File: src/rtl/core/ppi_pkg.sv
// ---------------------------------------------------------------------------
// ppi_pkg
// Shared types and constants for the mode 0 parallel port interface.
// ---------------------------------------------------------------------------
package ppi_pkg;

  localparam int ADDR_W   = 16;
  localparam int BYTE_W   = 8;
  localparam int STRAP_W  = 7;
  localparam int DIR_W    = 4;
  localparam int IN_W     = 40;
  localparam int OUT_W    = 48;

  localparam logic [STRAP_W-1:0] STRAP_RESET = 7'd47;

  // Port select codes from address bits 9:8.
  localparam logic [1:0] SEL_A    = 2'd0;
  localparam logic [1:0] SEL_B    = 2'd1;
  localparam logic [1:0] SEL_C    = 2'd2;
  localparam logic [1:0] SEL_CTRL = 2'd3;

  // Access kinds.
  localparam logic OP_READ  = 1'b0;
  localparam logic OP_WRITE = 1'b1;

  // Bit positions in the direction flags; a set bit means input.
  localparam int DIR_A     = 3;
  localparam int DIR_C_UP  = 2;
  localparam int DIR_B     = 1;
  localparam int DIR_C_LOW = 0;

  localparam logic [DIR_W-1:0] DIR_RESET = 4'b0010;

  typedef struct packed {
    logic              responded;
    logic [BYTE_W-1:0] read_data;
    logic [BYTE_W-1:0] port_a_latch;
    logic [BYTE_W-1:0] port_b_latch;
    logic [BYTE_W-1:0] port_c_latch;
    logic [DIR_W-1:0]  direction_flags;
    logic              psg_select_valid;
    logic [1:0]        psg_function;
    logic              key_line_valid;
    logic [3:0]        key_line;
  } result_t;

endpackage

File: src/rtl/core/ppi_core.sv
// ---------------------------------------------------------------------------
// ppi_core
// Direction bits and output latches, updated once for each accepted access,
// with the combinational decode that forms the result of that access.
// ---------------------------------------------------------------------------
module ppi_core (
  input  logic                             clk,
  input  logic                             rst,
  input  logic                             accept,
  input  logic                             op,
  input  logic [ppi_pkg::ADDR_W-1:0]       address,
  input  logic [ppi_pkg::BYTE_W-1:0]       write_data,
  input  logic [ppi_pkg::BYTE_W-1:0]       port_a_pins,
  input  logic                             vsync,
  input  logic [ppi_pkg::STRAP_W-1:0]      strap,
  output ppi_pkg::result_t                 result
);

  logic [ppi_pkg::DIR_W-1:0]  port_directions;
  logic [ppi_pkg::BYTE_W-1:0] latch_a;
  logic [ppi_pkg::BYTE_W-1:0] latch_b;
  logic [ppi_pkg::BYTE_W-1:0] latch_c;

  logic [ppi_pkg::DIR_W-1:0]  port_directions_next;
  logic [ppi_pkg::BYTE_W-1:0] latch_a_next;
  logic [ppi_pkg::BYTE_W-1:0] latch_b_next;
  logic [ppi_pkg::BYTE_W-1:0] latch_c_next;
  logic [ppi_pkg::BYTE_W-1:0] read_data;
  logic [ppi_pkg::BYTE_W-1:0] bit_mask;
  logic [1:0]                 sel;
  logic                       claimed;
  logic                       psg_v;
  logic                       key_v;

  assign sel      = address[9:8];
  assign claimed  = ~address[11];
  assign bit_mask = ppi_pkg::BYTE_W'(1) << write_data[3:1];

  always_comb begin
    port_directions_next = port_directions;
    latch_a_next         = latch_a;
    latch_b_next         = latch_b;
    latch_c_next         = latch_c;
    read_data            = '0;
    psg_v                = 1'b0;
    key_v                = 1'b0;
    if (claimed) begin
      if (op == ppi_pkg::OP_READ) begin
        unique case (sel)
          ppi_pkg::SEL_A: begin
            if (port_directions[ppi_pkg::DIR_A]) read_data = port_a_pins;
          end
          ppi_pkg::SEL_B: begin
            if (port_directions[ppi_pkg::DIR_B]) read_data = {strap, vsync};
          end
          ppi_pkg::SEL_C: begin
            if (!port_directions[ppi_pkg::DIR_C_UP] && !port_directions[ppi_pkg::DIR_C_LOW])
              read_data = latch_c;
          end
          default: begin
            read_data = '0;
          end
        endcase
      end else begin
        unique case (sel)
          ppi_pkg::SEL_A: begin
            if (!port_directions[ppi_pkg::DIR_A]) latch_a_next = write_data;
          end
          ppi_pkg::SEL_B: begin
            if (!port_directions[ppi_pkg::DIR_B]) latch_b_next = write_data;
          end
          ppi_pkg::SEL_C: begin
            if (!port_directions[ppi_pkg::DIR_C_UP]) begin
              latch_c_next[7:4] = write_data[7:4];
              psg_v             = 1'b1;
            end
            if (!port_directions[ppi_pkg::DIR_C_LOW]) begin
              latch_c_next[3:0] = write_data[3:0];
              key_v             = 1'b1;
            end
          end
          default: begin
            if (write_data[7]) begin
              port_directions_next = {write_data[4], write_data[3],
                                      write_data[1], write_data[0]};
              latch_a_next         = '0;
              latch_b_next         = '0;
              latch_c_next         = '0;
            end else if (write_data[0]) begin
              latch_c_next = latch_c | bit_mask;
            end else begin
              latch_c_next = latch_c & ~bit_mask;
            end
          end
        endcase
      end
    end
  end

  always_ff @(posedge clk) begin
    if (rst) begin
      port_directions <= ppi_pkg::DIR_RESET;
      latch_a         <= '0;
      latch_b         <= '0;
      latch_c         <= '0;
    end else if (accept) begin
      port_directions <= port_directions_next;
      latch_a         <= latch_a_next;
      latch_b         <= latch_b_next;
      latch_c         <= latch_c_next;
    end
  end

  always_comb begin
    result.responded        = claimed;
    result.read_data        = read_data;
    result.port_a_latch     = latch_a_next;
    result.port_b_latch     = latch_b_next;
    result.port_c_latch     = latch_c_next;
    result.direction_flags  = port_directions_next;
    result.psg_select_valid = psg_v;
    result.psg_function     = psg_v ? write_data[7:6] : 2'd0;
    result.key_line_valid   = key_v;
    result.key_line         = key_v ? write_data[3:0] : 4'd0;
  end

endmodule

File: src/rtl/core/ppi_out.sv
// ---------------------------------------------------------------------------
// ppi_out
// Result register on the output side, holding one finished transaction until
// it is taken downstream.
// ---------------------------------------------------------------------------
module ppi_out (
  input  logic             clk,
  input  logic             rst,
  input  logic             load,
  input  logic             taken,
  input  ppi_pkg::result_t result_in,
  output logic             valid,
  output ppi_pkg::result_t result_out
);

  always_ff @(posedge clk) begin
    if (rst) begin
      valid <= 1'b0;
    end else if (load) begin
      valid <= 1'b1;
    end else if (taken) begin
      valid <= 1'b0;
    end
  end

  always_ff @(posedge clk) begin
    if (load) begin
      result_out <= result_in;
    end
  end

endmodule

File: src/rtl/core/parallel_port_interface_mode0.sv
// ---------------------------------------------------------------------------
// parallel_port_interface_mode0
// Mode 0 parallel port interface: decodes one bus access per transaction,
// keeps the direction bits and port latches, and returns one result.
// ---------------------------------------------------------------------------
//  Channel      Direction  Contents
//  s_axis       in         tuser: op; tdata: address, write_data, port_a_pins, vsync
//  m_axis       out        tdata: responded .. key_line (see port comment)
//  port_b_strap in         write enable and 7-bit strap value
//
//  Each transaction passes through the combinational decode logic and is held in
//  the result register until it is taken; one transaction per cycle is sustained
//  while the receiver takes every result.
//  Reset clears the latches, sets port B as the only input and loads a strap of 47.
//  Input is taken whenever the result register is empty or being emptied.
// ---------------------------------------------------------------------------
module parallel_port_interface_mode0 (
  input  logic                          clk,
  input  logic                          rst,
  input  logic                          s_axis_tvalid,
  output logic                          s_axis_tready,
  // tdata: address[15:0], write_data[23:16], port_a_pins[31:24], vsync[32], zero pad
  input  logic [ppi_pkg::IN_W-1:0]      s_axis_tdata,
  // tuser: op
  input  logic                          s_axis_tuser,
  output logic                          m_axis_tvalid,
  input  logic                          m_axis_tready,
  // tdata: responded[0], read_data[8:1], port_a_latch[16:9], port_b_latch[24:17],
  // port_c_latch[32:25], direction_flags[36:33], psg_select_valid[37],
  // psg_function[39:38], key_line_valid[40], key_line[44:41], zero pad
  output logic [ppi_pkg::OUT_W-1:0]     m_axis_tdata,
  input  logic                          port_b_strap_we,
  input  logic [ppi_pkg::STRAP_W-1:0]   port_b_strap
);

  logic [ppi_pkg::STRAP_W-1:0] strap;
  logic                        accept;
  ppi_pkg::result_t            result;
  ppi_pkg::result_t            result_q;

  assign s_axis_tready = ~m_axis_tvalid | m_axis_tready;
  assign accept        = s_axis_tvalid & s_axis_tready;

  always_ff @(posedge clk) begin
    if (rst) begin
      strap <= ppi_pkg::STRAP_RESET;
    end else if (port_b_strap_we) begin
      strap <= port_b_strap;
    end
  end

  ppi_core u_core (
    .clk         (clk),
    .rst         (rst),
    .accept      (accept),
    .op          (s_axis_tuser),
    .address     (s_axis_tdata[15:0]),
    .write_data  (s_axis_tdata[23:16]),
    .port_a_pins (s_axis_tdata[31:24]),
    .vsync       (s_axis_tdata[32]),
    .strap       (strap),
    .result      (result)
  );

  ppi_out u_out (
    .clk        (clk),
    .rst        (rst),
    .load       (accept),
    .taken      (m_axis_tready),
    .result_in  (result),
    .valid      (m_axis_tvalid),
    .result_out (result_q)
  );

  assign m_axis_tdata = {3'd0,
                         result_q.key_line,
                         result_q.key_line_valid,
                         result_q.psg_function,
                         result_q.psg_select_valid,
                         result_q.direction_flags,
                         result_q.port_c_latch,
                         result_q.port_b_latch,
                         result_q.port_a_latch,
                         result_q.read_data,
                         result_q.responded};

  a_reset_empty: assert property (@(posedge clk) rst |=> !m_axis_tvalid)
    else $error("result register not empty after reset");

  a_unclaimed: assert property (@(posedge clk) disable iff (rst)
    accept && s_axis_tdata[11] |=> m_axis_tvalid && !m_axis_tdata[0]
                                   && !m_axis_tdata[37] && !m_axis_tdata[40])
    else $error("unclaimed access produced a response");

  a_mode_clear: assert property (@(posedge clk) disable iff (rst)
    accept && s_axis_tuser == ppi_pkg::OP_WRITE && !s_axis_tdata[11]
      && s_axis_tdata[9:8] == ppi_pkg::SEL_CTRL && s_axis_tdata[23]
    |=> m_axis_tdata[32:9] == '0)
    else $error("mode word did not clear the latches");

  a_strobe_claimed: assert property (@(posedge clk) disable iff (rst)
    m_axis_tvalid && (m_axis_tdata[37] || m_axis_tdata[40]) |-> m_axis_tdata[0])
    else $error("strobe on an unclaimed access");

endmodule

File: config.mk
export PLATFORM = sky130hd
export DESIGN_NAME = parallel_port_interface_mode0
export DESIGN_NICKNAME = d
export VERILOG_FILES = /design/src/rtl/core/ppi_pkg.sv /design/src/rtl/core/ppi_core.sv /design/src/rtl/core/ppi_out.sv /design/src/rtl/core/parallel_port_interface_mode0.sv
export SDC_FILE = /design/constraint.sdc
export NUM_CORES = 1
export LEC_CHECK = 0
export BUFFER_PORTS_ARGS = -buffer_cell sky130_fd_sc_hd__buf_2
export CORE_MARGIN = 3
export CORE_UTILIZATION = 55
export CTS_BUF_LIST = sky130_fd_sc_hd__clkbuf_2 sky130_fd_sc_hd__clkbuf_4 sky130_fd_sc_hd__clkbuf_8
export DETAILED_ROUTE_END_ITERATION = 8
export GPL_ROUTABILITY_DRIVEN = 0
export GPL_TIMING_DRIVEN = 1
export PLACE_DENSITY = 0.83
export SETUP_SLACK_MARGIN = 0.2
export SKIP_CTS_REPAIR_TIMING = 1
export SKIP_LAST_GASP = 1
export SLEW_MARGIN = 20
export SYNTH_ARGS = -nofsm -noshare
export SYNTH_HDL_FRONTEND = slang
export SYNTH_SLANG_ARGS = --single-unit
File: constraint.sdc
create_clock -name clk -period 3 [get_ports clk]
set_clock_uncertainty 0.2 [all_clocks]
set_input_delay 0.3 -clock clk [delete_from_list [all_inputs] [get_ports clk]]
set_output_delay 0.3 -clock clk [all_outputs]
set_load 0.05 [all_outputs]
==> metrics.md <==
| Metric | Value |
|---|---|
| Worst-path clk slew | `0.08 ns` |
| Wire per inst | `18.5 um` |
| Number of enable flip-flop cells after synthesis | `45` |
| Worst-skew pair later-pin latency | `0.36 ns` |
| Fillers | `500` |
| Fraction of registers with async set/reset | `0%` |
| Crit path max-delay family | `simple AND/OR/NAND/NOR gates` |
| Hold Crit Class | `in -> reg` |
| Met2 Use GR | `38.9%` |
| Pin count of the biggest net entering global routing | `31` |
| H-tree levels | `3` |
| Via count | `2949` |
| Area share of the largest cell type after synthesis | `36.4%` |
| Pwr dens | `575 nW/um^2` |
| Placed cell count | `454` |
| Area Overhead vs Synth | `18.4%` |
| Final setup TNS | `0 ns` |
| Status | `finished with violations` |
| Lkg Pwr | `1.80 nW` |
| Initial antenna violation count | `0` |
| Worst Path Arrival | `2.28 ns` |
| RSZ-0062 raised after global routing | `false` |
| Hold Vio Cnt, Final | `2` |
| Crit Path Max Fanout | `23` |
| Register Area | `2070 um^2` |
| Via density | `6.21` |
| TritonCTS clock tree | `built` |
| Most used DFF post-synth | `edfxtp_1` |
| Worst Path Buf+Inv | `1` |
| CTS max path bufs | `2` |
| Slowest cell on crit path | `ha_1` |
| WP data required | `3.06 ns` |
| GR Overflow Total | `0` |
| CP Cell Sequence | `buf_2 -> ha_1 -> nand4b_2 -> or3_1 -> a211o_1` |
| Post-synth cell types | `54` |
| DRC errors left | `0` |
| Synth warn | `0` |
| Post-route minimum period | `2.22 ns` |
| Die ar. | `7780 um^2` |
| Area contributors post-synth | `edfxtp_1, dfxtp_1, a22o_1, nor2_1, a222oi_1` |
| Final ANT Viol Nets | `0` |
| CTS Root Cell | `clkbuf_8` |
| Antenna fix cells | `0` |
| Syn Std Cell Area | `3710 um^2` |
| Num CTS Buffers | `9` |
| Post-synthesis sequential area ratio | `55.8%` |
| CP endpoint kind | `flop` |
| Die W | `88.2 um` |
| CP Class | `in -> reg` |
| Routed WL | `8800 um` |
| First-pass GRT wire length | `14000 um` |
| Top-count cell post-synth | `edfxtp_1` |
| Final Max Slew Viols | `0` |
| Synth Register Bits | `81` |
| Vias in the first global route | `2736` |
| Failing checks | `hold timing` |
| First-pass DRT Iterations | `5` |
| Clk sinks | `81` |
| GRT Overall Usage | `23.9%` |
| Worst rel slew slack | `41.3%` |
| I/O pin total | `103` |
| Crit share post-route | `74.0%` |
| Yosys top cell by area | `edfxtp_1` |
| Post-synthesis average cell area | `11.7 um^2` |
| Fmax | `450 MHz` |
| Reg2Reg Depth | `5` |
| Syn Inst Count | `318` |
| Slew @ Worst Pin | `0.880 ns` |
| Most frequent cells after synthesis | `edfxtp_1, dfxtp_1, nor2_1, a22o_1, nand2_1` |
| Crit start category | `input port` |
| Die height | `88.2 um` |
| GR Util met3 | `4.89%` |
| Maxcap violations | `0` |
| Fin nets | `451` |
| Hold depth | `3` |
| Critical path depth | `5` |
| Core region area | `6460 um^2` |
| Starting DRT DRC Count | `342` |
| Hold_ws | `-0.00898 ns` |
| Starting density of the core | `57.5%` |
| Port Buffers | `79` |
| Row count | `29` |
| GR Util met1 | `30.8%` |
| Detailed Place HPWL | `5920 um` |
| Final setup fails | `0` |
| GR peak layer | `met2` |
| Finished Layout Cells | `475` |
| Worst vdd ir | `324 uV` |
| Share of layout cells above drive strength 1 | `28.1%` |
| Multi-input combinational cell area | `1500 um^2` |
| Critical path's largest stage delay | `0.74 ns` |
[where the power goes]
| part | switching [mW] | total (mW) | internal (mW) |
|---|---|---|---|
| combinational | 0.289 | 0.393 | 0.103 |
| sequential | 0.0229 | 1.25 | 1.23 |
| clock | 0.388 | 0.885 | 0.498 |
[layout make-up]
cell class / instances / share of cell area [%]
Inverter: 7 / 0.598
Clock buffer: 11 / 3.30
Multi-Input combinational cell: 207 / 34.1
Sequential cell: 81 / 47.1
Clock inverter: 5 / 1.79
Timing Repair Buffer: 87 / 10.9
Tap cell: 77 / 2.19
[cells by family after synthesis]
family                   share of synthesized area [%]
AND/OR/NAND/NOR                                   16.5
other                                            0.101
flip-flops                                        55.8
buffers and inverters                             4.11
multiplexers                                      2.26
AO/OA/AOI/OAI                                     19.6
adder cells (fa/ha/maj)                           1.68
[layer usage]
metal,share of wire (%),wire [um]
met2,48,4240
met3,8.8,770
met1,41,3570
met5,0,0
met4,2.4,214
[cells in the final DEF (no fill, tap or decap), types with 7 or more instances in the layout]
cell type / netlist / final
a211oi_1: 8 / 8
a222oi_1: 7 / 7
a22o_1: 28 / 28
buf_2: 2 / 79
clkbuf_8: 0 / 10
dfxtp_1: 36 / 36
edfxtp_1: 45 / 45
nand2_1: 18 / 18
nand3b_1: 7 / 7
nor2_1: 29 / 29
nor2b_1: 7 / 7
[state kept, by name (all words and copies together) (netlist names)]
register,cells
strap,7
u_core.latch_a,8
u_core.latch_b,8
u_core.latch_c,8
u_core.port_directions,4
u_out.result_out,45
u_out.valid,1
[stage by stage]
step | cell area (um^2) | setup slack, ns | power [mW] | utilization, %
after floorplan | 3720 | 0.288 | 1.56 | -
after global placement | 4120 | 0.469 | 1.65 | 63.8
after detailed placement | 4120 | 0.436 | 1.66 | 63.8
after CTS | 4350 | 0.819 | 2.53 | 67.3
after global routing | 4400 | 0.635 | 2.62 | 68.1
final | 4400 | 0.780 | 2.53 | 68.1
[worst paths after layout]
kind	slack, ns	to	start
max	0.78	u_core.port_directions[1]$_SDFFE_PP1P_	s_axis_tdata[8]
min	-0.009	strap[4]$_SDFFE_PP0P_	port_b_strap[4]
max reg2reg	0.84	u_out.result_out[19]$_DFFE_PP_	u_out.valid$_SDFFE_PP0P_
min reg2reg	0.29	u_core.latch_b[3]$_SDFFE_PP0P_	u_core.latch_b[3]$_SDFFE_PP0P_
[worst reg2reg max path: cells and delay by family (launching register included)]
family,cells,cell delay (ns)
simple gates,2,0.44
flops,1,0.31
buf+inv,3,0.90
Note: power is estimated with default switching activity, not from simulation.
